## src/fic_pkg.sv

```systemverilog
`timescale 1ns / 1ps
package fic_pkg;

   localparam int NEEDLE_BYTES  = 64;
   localparam int POSITION_BITS = 16;
   localparam int ADDR_BITS     = (NEEDLE_BYTES > 1) ? $clog2(NEEDLE_BYTES) : 1;
   localparam int LEN_BITS      = $clog2(NEEDLE_BYTES + 1);
   localparam int OUT_POS_BITS  = 16;

   localparam logic [7:0] SEPARATOR  = 8'h2C;
   localparam logic       CMD_NEEDLE = 1'b0;
   localparam logic       CMD_LIST   = 1'b1;

   typedef struct packed {
      logic       command;
      logic [7:0] byte_value;
      logic       no_byte;
      logic       end_of_string;
   } req_type;

   typedef struct packed {
      logic [OUT_POS_BITS-1:0] position;
      logic                    needle_overflow;
      logic                    count_saturated;
   } rsp_type;

   // One item as it moves from the RAM read into the field compare.
   typedef struct packed {
      logic                clear;
      logic                is_list;
      logic                has_byte;
      logic                is_sep;
      logic                last;
      logic [7:0]          byte_value;
      logic [LEN_BITS-1:0] idx;
      logic [LEN_BITS-1:0] len;
      logic                too_long;
   } stage_type;

endpackage

```

## src/fic_ram.sv

```systemverilog
`timescale 1ns / 1ps
module fic_ram #(
   parameter int WIDTH = 8,
   parameter int DEPTH = 64,
   parameter int AW    = (DEPTH > 1) ? $clog2(DEPTH) : 1
) (
   input  logic             clock,
   input  logic             wr_en,
   input  logic [AW-1:0]    wr_addr,
   input  logic [WIDTH-1:0] wr_data,
   input  logic             rd_en,
   input  logic [AW-1:0]    rd_addr,
   output logic [WIDTH-1:0] rd_data
);

   logic [WIDTH-1:0] mem_ff [DEPTH];
   logic [WIDTH-1:0] rd_data_ff;

   always_ff @(posedge clock) begin
      if (wr_en) begin
         mem_ff[wr_addr] <= wr_data;
      end
      if (rd_en) begin
         rd_data_ff <= mem_ff[rd_addr];
      end
   end

   assign rd_data = rd_data_ff;

endmodule

```

## src/fic_field.sv

```systemverilog
`timescale 1ns / 1ps
module fic_field (
   input  logic               clock,
   input  logic               reset,
   input  logic               step,
   input  fic_pkg::stage_type entry,
   input  logic [7:0]         rd_data,
   output fic_pkg::rsp_type   result
);
   import fic_pkg::*;

   typedef struct packed {
      logic [POSITION_BITS-1:0] number;
      logic [POSITION_BITS-1:0] found;
      logic                     flag;
   } count_type;

   localparam logic [POSITION_BITS-1:0] FIELD_MAX = '1;

   logic      differs_ff, differs_in;
   count_type count_ff, count_in;

   count_type                count_a, count_b;
   logic                     plain, sep, byte_differs, differs_after;
   logic [LEN_BITS-1:0]      bif_after;
   logic                     eq_a, eq_b;

   function automatic count_type close_field(count_type c, logic eq);
      count_type r;
      r = c;
      if (c.number == FIELD_MAX) begin
         r.flag = 1'b1;
      end else begin
         if (eq && c.found == '0) begin
            r.found = c.number + 1'b1;
         end
         r.number = c.number + 1'b1;
      end
      return r;
   endfunction

   always_comb begin
      plain        = entry.has_byte && !entry.is_sep;
      sep          = entry.has_byte && entry.is_sep;
      // an index at or past the needle length never matches, saturated ones included
      byte_differs = (entry.idx >= entry.len) || (rd_data != entry.byte_value);
      differs_after = differs_ff || (plain && byte_differs);
      bif_after = (plain && entry.idx < LEN_BITS'(NEEDLE_BYTES)) ?
                  entry.idx + 1'b1 : entry.idx;

      // a comma closes the running field first
      eq_a    = !differs_ff && !entry.too_long && entry.idx == entry.len;
      count_a = sep ? close_field(count_ff, eq_a) : count_ff;

      // end of list closes one more field, empty after a comma
      if (sep) begin
         eq_b = !entry.too_long && entry.len == '0;
      end else begin
         eq_b = !differs_after && !entry.too_long && bif_after == entry.len;
      end
      count_b = close_field(count_a, eq_b);

      result.position        = OUT_POS_BITS'(count_b.found);
      result.needle_overflow = entry.too_long;
      result.count_saturated = count_b.flag;

      differs_in = differs_ff;
      count_in   = count_ff;
      if (step) begin
         if (entry.clear || (entry.is_list && entry.last)) begin
            differs_in = 1'b0;
            count_in   = '0;
         end else if (entry.is_list) begin
            differs_in = sep ? 1'b0 : differs_after;
            count_in   = count_a;
         end
      end
   end

   always_ff @(posedge clock) begin
      if (reset) begin
         differs_ff <= 1'b0;
         count_ff   <= '0;
      end else begin
         differs_ff <= differs_in;
         count_ff   <= count_in;
      end
   end

endmodule

```

## src/find_in_comma_list.sv

```systemverilog
`timescale 1ns / 1ps
// Streaming search of a comma-separated list for a needle string. Send the
// needle one byte per item (command 0), then the list one byte per item
// (command 1). The item that closes the list yields one result: the 1-based
// number of the first field equal to the needle, or 0. The block takes one
// item per cycle while ready is high. The needle sits in a 64 x 8 RAM. Its
// registered read feeds the field compare, whose result is registered into the
// output register as the closing item leaves the s1 stage. Ready drops
// only while a result waits in the output register and the next result is due.
// No clearing pass follows reset.
module find_in_comma_list (
   input  logic             clock,
   input  logic             reset,
   input  logic             req_valid,
   output logic             req_ready,
   input  fic_pkg::req_type req_data,
   output logic             rsp_valid,
   input  logic             rsp_ready,
   output fic_pkg::rsp_type rsp_data
);
   import fic_pkg::*;

   logic [LEN_BITS-1:0] needle_len_ff, needle_len_in;
   logic                too_long_ff, too_long_in;
   logic                closed_ff, closed_in;
   logic [LEN_BITS-1:0] bif_ff, bif_in;
   logic                s1_valid_ff, s1_valid_in;
   stage_type           s1_ff, s1_in;
   logic                rsp_valid_ff, rsp_valid_in;
   rsp_type             rsp_ff;

   logic                accept, is_needle, has_byte, is_sep, fresh, room;
   logic                s1_emits, s1_advance;
   logic [LEN_BITS-1:0] base_len;
   logic                base_long;
   logic                wr_en, rd_en;
   logic [7:0]          rd_data;
   rsp_type             result;

   assign s1_emits   = s1_valid_ff && s1_ff.is_list && s1_ff.last;
   assign s1_advance = s1_valid_ff && (!s1_emits || !rsp_valid_ff || rsp_ready);
   assign req_ready  = !s1_valid_ff || s1_advance;
   assign accept     = req_valid && req_ready;

   assign is_needle = req_data.command == CMD_NEEDLE;
   assign has_byte  = !req_data.no_byte;
   assign is_sep    = req_data.byte_value == SEPARATOR;
   // a needle item after a closed needle starts over
   assign fresh     = is_needle && closed_ff;
   assign base_len  = fresh ? '0 : needle_len_ff;
   assign base_long = fresh ? 1'b0 : too_long_ff;
   assign room      = base_len < LEN_BITS'(NEEDLE_BYTES);
   assign wr_en     = accept && is_needle && has_byte && room;
   assign rd_en     = accept && !is_needle;

   fic_ram #(
      .WIDTH (8),
      .DEPTH (NEEDLE_BYTES)
   ) u_needle_ram (
      .clock   (clock),
      .wr_en   (wr_en),
      .wr_addr (base_len[ADDR_BITS-1:0]),
      .wr_data (req_data.byte_value),
      .rd_en   (rd_en),
      .rd_addr (bif_ff[ADDR_BITS-1:0]),
      .rd_data (rd_data)
   );

   always_comb begin
      needle_len_in = needle_len_ff;
      too_long_in   = too_long_ff;
      closed_in     = closed_ff;
      bif_in        = bif_ff;
      if (accept) begin
         if (is_needle) begin
            needle_len_in = wr_en ? base_len + 1'b1 : base_len;
            too_long_in   = base_long || (has_byte && !room);
            closed_in     = req_data.end_of_string;
            if (fresh) begin
               bif_in = '0;
            end
         end else if (req_data.end_of_string || (has_byte && is_sep)) begin
            bif_in = '0;
         end else if (has_byte && bif_ff < LEN_BITS'(NEEDLE_BYTES)) begin
            bif_in = bif_ff + 1'b1;
         end
      end

      s1_in.clear      = fresh;
      s1_in.is_list    = !is_needle;
      s1_in.has_byte   = has_byte;
      s1_in.is_sep     = is_sep;
      s1_in.last       = req_data.end_of_string;
      s1_in.byte_value = req_data.byte_value;
      s1_in.idx        = bif_ff;
      s1_in.len        = needle_len_ff;
      s1_in.too_long   = too_long_ff;

      if (accept) begin
         s1_valid_in = 1'b1;
      end else if (s1_advance) begin
         s1_valid_in = 1'b0;
      end else begin
         s1_valid_in = s1_valid_ff;
      end

      if (s1_advance && s1_emits) begin
         rsp_valid_in = 1'b1;
      end else if (rsp_ready) begin
         rsp_valid_in = 1'b0;
      end else begin
         rsp_valid_in = rsp_valid_ff;
      end
   end

   fic_field u_field (
      .clock   (clock),
      .reset   (reset),
      .step    (s1_advance),
      .entry   (s1_ff),
      .rd_data (rd_data),
      .result  (result)
   );

   always_ff @(posedge clock) begin
      if (reset) begin
         needle_len_ff <= '0;
         too_long_ff   <= 1'b0;
         closed_ff     <= 1'b0;
         bif_ff        <= '0;
         s1_valid_ff   <= 1'b0;
         rsp_valid_ff  <= 1'b0;
      end else begin
         needle_len_ff <= needle_len_in;
         too_long_ff   <= too_long_in;
         closed_ff     <= closed_in;
         bif_ff        <= bif_in;
         s1_valid_ff   <= s1_valid_in;
         rsp_valid_ff  <= rsp_valid_in;
      end
   end

   // hold payloads while their stage waits
   always_ff @(posedge clock) begin
      if (accept) begin
         s1_ff <= s1_in;
      end
      if (s1_advance && s1_emits) begin
         rsp_ff <= result;
      end
   end

   assign rsp_valid = rsp_valid_ff;
   assign rsp_data  = rsp_ff;

endmodule

```

## config.mk

```make
export PLATFORM = sky130hd
export DESIGN_NAME = find_in_comma_list
export DESIGN_NICKNAME = d
export VERILOG_FILES = /design/src/fic_pkg.sv /design/src/fic_ram.sv /design/src/fic_field.sv /design/src/find_in_comma_list.sv
export SDC_FILE = /design/constraint.sdc
export NUM_CORES = 1
export LEC_CHECK = 0
export BUFFER_PORTS_ARGS = -buffer_cell sky130_fd_sc_hd__buf_2
export CELL_PAD_IN_SITES_DETAIL_PLACEMENT = 0
export CELL_PAD_IN_SITES_GLOBAL_PLACEMENT = 1
export CORE_UTILIZATION = 50
export CTS_BUF_LIST = sky130_fd_sc_hd__clkbuf_8
export DETAILED_ROUTE_END_ITERATION = 8
export PLACE_DENSITY = 0.84
export SLEW_MARGIN = 15
export SYNTH_ARGS = -nofsm -noshare
export SYNTH_HDL_FRONTEND = slang
export SYNTH_HIERARCHICAL = 1
export SYNTH_SLANG_ARGS = --single-unit
```

## constraint.sdc

```tcl
create_clock -name clock -period 7.1 [get_ports clock]
set_input_delay 0.71 -clock clock [delete_from_list [all_inputs] [get_ports clock]]
set_output_delay 0.71 -clock clock [all_outputs]
set_load 0.02 [all_outputs]
```

Word-level counts from Yosys, hierarchy flattened. Memories as Yosys holds them, arrays and structs flattened. A register that Yosys moved wholly into a read port is not among the register bits. Index checks and enable logic that the tools add are counted.

Register bits: 98. RAM bits: 512. Bits of input ports: 15. Output and inout bits: 20. Logic and storage cells: 118. Memories kept: 1.

Add/subtract/negate cells: 5. Order comparisons: 4. Equal/unequal tests: 7. Muxes and demuxes: 26. Bitwise gates (word level): 1. Reductions and logical operators: 52.

Memory list: u_needle_ram.mem_ff (depth 64, width 8, read ports 1, clocked after memory_dff 1, write ports 1, RTL line fic_ram.sv:16) `logic [WIDTH-1:0] mem_ff [DEPTH];`.

Operator list (count): 33-bit 2-to-1 mux (3); 7-bit 2-to-1 mux (7); 16-bit 2-to-1 mux (3); 16-bit by 1-bit adder with 16-bit output (second input constant) (2); 16-bit equality test (second input constant) (2); 16-bit zero test (2); 32-bit 2-to-1 mux (1); 1-bit logical AND (25); 7-bit by 1-bit adder with 7-bit output (second input constant) (3); 7-bit less-than comparator (second input constant) (3); 7-bit equality test (2); 1-bit 2-to-1 mux (12); 1-bit zero test (9); 8-bit by 6-bit equality test with 1-bit output (second input constant) (1); 1-bit logical OR (8); 8-bit inequality test (1); 2-bit nonzero test (4); 7-bit >= comparator (1); 7-bit zero test (1); 2-bit AND reduction (2); 3-bit by 1-bit inequality test with 1-bit output (second input constant) (1); 3-bit AND reduction (1); 1-bit inverter (1).

Logic depth before layout (Yosys ltp).
Depth in word-level cells: 13. Gate-level depth with buffers: 15. Depth with buffers taken out: 12.

By module. The synthesis kept the hierarchy.

By module, submodules not included: fic_ram (instances 1, cells each 940, area each 20246.9 µm², seq. area each 15615.0 µm²); fic_field (instances 1, cells each 444, area each 3303.2 µm², seq. area each 680.7 µm²); find_in_comma_list (instances 1, cells each 168, area each 2412.3 µm², seq. area each 1741.7 µm²).

Worst setup path before layout. No wires, ideal clock.

Path type: flip-flop to flip-flop. From: reg u_field/count_ff[18] (netlist name). To: reg rsp_ff (netlist bit rsp_data[4]) (data pin). Library setup time: 0.261 ns. Arrival time: 3.137 ns. Required time: 6.839 ns. Setup slack: 3.703 ns. Cell stages (with the launch flop): 14. Buffers on the path: 4. Period minus slack after synthesis: 3.397 ns. Cell sequence: dfxtp_1 ha_1 buf_2 and3_1 buf_2 a41oi_4 clkbuf_1 xnor2_1 ha_1 nor4b_4 nand4_4 and2_4 buf_6 a221o_1.

RTL lines: from (decl) (RTL line fic_field.sv:21) `count_type count_ff, count_in;`; from (signal assigned) (RTL line fic_field.sv:86) `count_ff <= count_in;`; to (signal assigned) (RTL line find_in_comma_list.sv:149) `rsp_ff <= result;`; to (decl) (RTL line find_in_comma_list.sv:30) `rsp_type rsp_ff;`.

==> impl_metrics.env <==
export IMPL_setup_ws_ps=2750
export IMPL_first_iter_violations=1688
export IMPL_synth_area_mm2=0.0260
export IMPL_tritoncts="done"
export IMPL_cts_setup_buffers=0
export IMPL_grt_pass1_vias=14200
export IMPL_syn_num_nets=1579
export IMPL_required_ps=7530
export IMPL_crit_type="flip-flop to flip-flop"
export IMPL_dpl_hpwl_mm=35.6
export IMPL_vias=14500
export IMPL_numCtsBuffers=95
export IMPL_wl_per_cell_um=24.2
export IMPL_layout_nets=1648
export IMPL_status="finished clean"
export IMPL_synth_seq_cells=618
export IMPL_synth_cell_types=80
export IMPL_grt_max_degree=67
export IMPL_placed_area_mm2=0.0267
export IMPL_hold_violations=0
export IMPL_stdcell_area_mm2=0.0285
export IMPL_dr_pass1_iters=7
export IMPL_die_w_um=230
export IMPL_antenna_found_initial=1
export IMPL_cp_start_kind="flip-flop"
export IMPL_finalSetupViolations=0
export IMPL_rows=83
export IMPL_grt_usage_pct=22.0
export IMPL_dp_slack_ps=2830
export IMPL_synth_async_reset_ratio_pct=0
export IMPL_drive_gt1_share_pct=20.3
export IMPL_cp_max_fo=14
export IMPL_yosysWarnings=6
export IMPL_slew_viol_final=0
export IMPL_n_antenna_cell=0
export IMPL_path_clk_slew_ps=60
export IMPL_insertion_delay_ps=690
export IMPL_cts_resized_gates=0
export IMPL_final_cell_mix="edfxtp_1, nor2_1, mux4_2, clkbuf_8, nand2_1"
export IMPL_syn_area_per_cell_um2=16.7
export IMPL_vias_per_cell=6.11
export IMPL_utilization_pct=55.5
export IMPL_hold_slack_ps=351
export IMPL_synth_edf_count=566
export IMPL_maxCapViolCount=0
export IMPL_drc_errors=0
export IMPL_ir_drop_mv=0.143
export IMPL_ctsHtreeMaxLevel=3
export IMPL_initial_utilization_pct=50.6
export IMPL_syn_inst=1552
export IMPL_fp_dieH_um=230
export IMPL_fmax_mhz=230
export IMPL_cellLeakagePower_nw=8.96
export IMPL_rsz0062_at_grt="no"
export IMPL_cts_root_buf="clkbuf_8"
export IMPL_ys_flop_type="edfxtp_1"
export IMPL_fin_skew_ps=42.1
export IMPL_core_area_mm2=0.0513
export IMPL_postCtsHoldBufs=0
export IMPL_overflow=0
export IMPL_numClockSinks=618
export IMPL_max_slew_margin_pct=34.9
export IMPL_layout_commonest_cell="edfxtp_1"
export IMPL_routabilityCongestion=0.879
export IMPL_cp_end_kind="flip-flop"
export IMPL_dieArea_mm2=0.0528
export IMPL_routed_wl_mm=57.4
export IMPL_ant_nets=0
export IMPL_pwr_density_cell_mw_per_mm2=247
export IMPL_fin_crit_sh_pct=61.2
export IMPL_syn_to_final_growth_pct=9.70
export IMPL_yosysSeqAreaShare_pct=69.5
export IMPL_final_setup_tns_ps=0
export IMPL_clock_path_buffers=3
export IMPL_layout_min_cycle_time_ps=4350
export IMPL_arrival_ps=4770
export IMPL_grt_pass1_wl_mm=86.9
export IMPL_ios=35
export IMPL_hp_class="input pin to flip-flop"
export IMPL_io_buffers=34
export IMPL_tightest_slew_ps=977
-- routing by layer --
metal  vias to the layer above  wire [um]  track usage (%)
li1                       6355          -                -
met1                      7379      24300             32.0
met2                       690      26600             33.2
met3                        83       5150             4.48
met4                         2       1350             7.91
met5                         -         23                0
-- cells in the mapped netlist (all sizes together), types with 8 or more instances --
cell type | instances | share of area (%)
edfxtp | 566 | 65
nor2 | 150 | 2.2
mux4 | 126 | 11
nand2 | 62 | 0.90
dfxtp | 52 | 4.0
buf | 48 | 1.3
clkbuf | 38 | 0.55
a21oi | 37 | 0.73
nand3 | 34 | 0.67
xnor2 | 34 | 1.1
o21ai | 33 | 0.67
mux2i | 28 | 1.1
a22oi | 27 | 0.78
nor2b | 22 | 0.53
nor3 | 22 | 0.42
xor2 | 21 | 0.71
inv | 19 | 0.27
nor4 | 19 | 0.46
nand4 | 15 | 0.42
mux2 | 14 | 0.61
ha | 12 | 0.58
a31oi | 11 | 0.27
and3 | 11 | 0.27
nand2b | 11 | 0.29
a221o | 9 | 0.35
or3 | 9 | 0.22
a211oi | 8 | 0.23
and2 | 8 | 0.20
o221ai | 8 | 0.27
o22ai | 8 | 0.19
-- state kept, by name (all words and copies together) (netlist names), 7 cells and up --
| register | flops |
|---|---|
| u_needle_ram/mem_ff | 512 |
| u_field/count_ff | 33 |
| s1_ff | 28 |
| rsp_data | 18 |
| u_needle_ram/rd_data | 8 |
| bif_ff | 7 |
| needle_len_ff | 7 |
-- metrics by stage --
stage / power [W] / std cells
final: 0.00702 / 2375
after floorplan: 0.00424 / 1552
after global placement: 0.00434 / 2204
after CTS: 0.00708 / 2375
after detailed placement: 0.00434 / 2204
after global routing: 0.00724 / 2375
-- kinds of logic after synthesis --
kind of cell | share of synthesized area [%]
mux | 12.6
simple gates | 7.57
buf+inv | 2.12
fa+ha+maj | 0.578
compound gates | 5.79
flops | 69.5
xor+xnor | 1.86
-- final timing paths --
| check | startpoint | end | slack (ps) | cells past startpoint |
|---|---|---|---|---|
| max | u_field/count_ff[17] | rsp_data[8] | 2750 | 10 |
| min | req_valid | s1_valid_ff | 350 | 3 |
| max reg2reg | u_field/count_ff[17] | rsp_data[8] | 2750 | 10 |
| min reg2reg | too_long_ff | s1_ff[0] | 440 | 0 |
-- area by class of cell --
class | instances | area [um2]
Clock buffer | 100 | 1380
Timing Repair Buffer | 58 | 350
Fill cell | 3909 | 22800
Multi-Input combinational cell | 829 | 7380
Inverter | 19 | 71.3
Tap cell | 680 | 851
Sequential cell | 618 | 18000
Clock inverter | 71 | 398
-- worst max-delay path: stages, from the launching register on --
cell and delay [ps]:
dfxtp_1 510, ha_1 390, nand3_1 490, o41ai_4 920, nand2_1 140, nand2_1 130
ha_1 270, nor4b_4 450, nand4_4 210, and2_4 250, a221o_1 330
-- where the power goes --
part | leakage, nW | internal (W) | switching, W
registers | 5.57 | 0.00398 | 0.0000203
logic | 2.36 | 0.0000996 | 0.000164
clock network | 1.03 | 0.00141 | 0.00134
total | 8.96 | 0.00550 | 0.00153
Power figures use the tool's default switching activity.
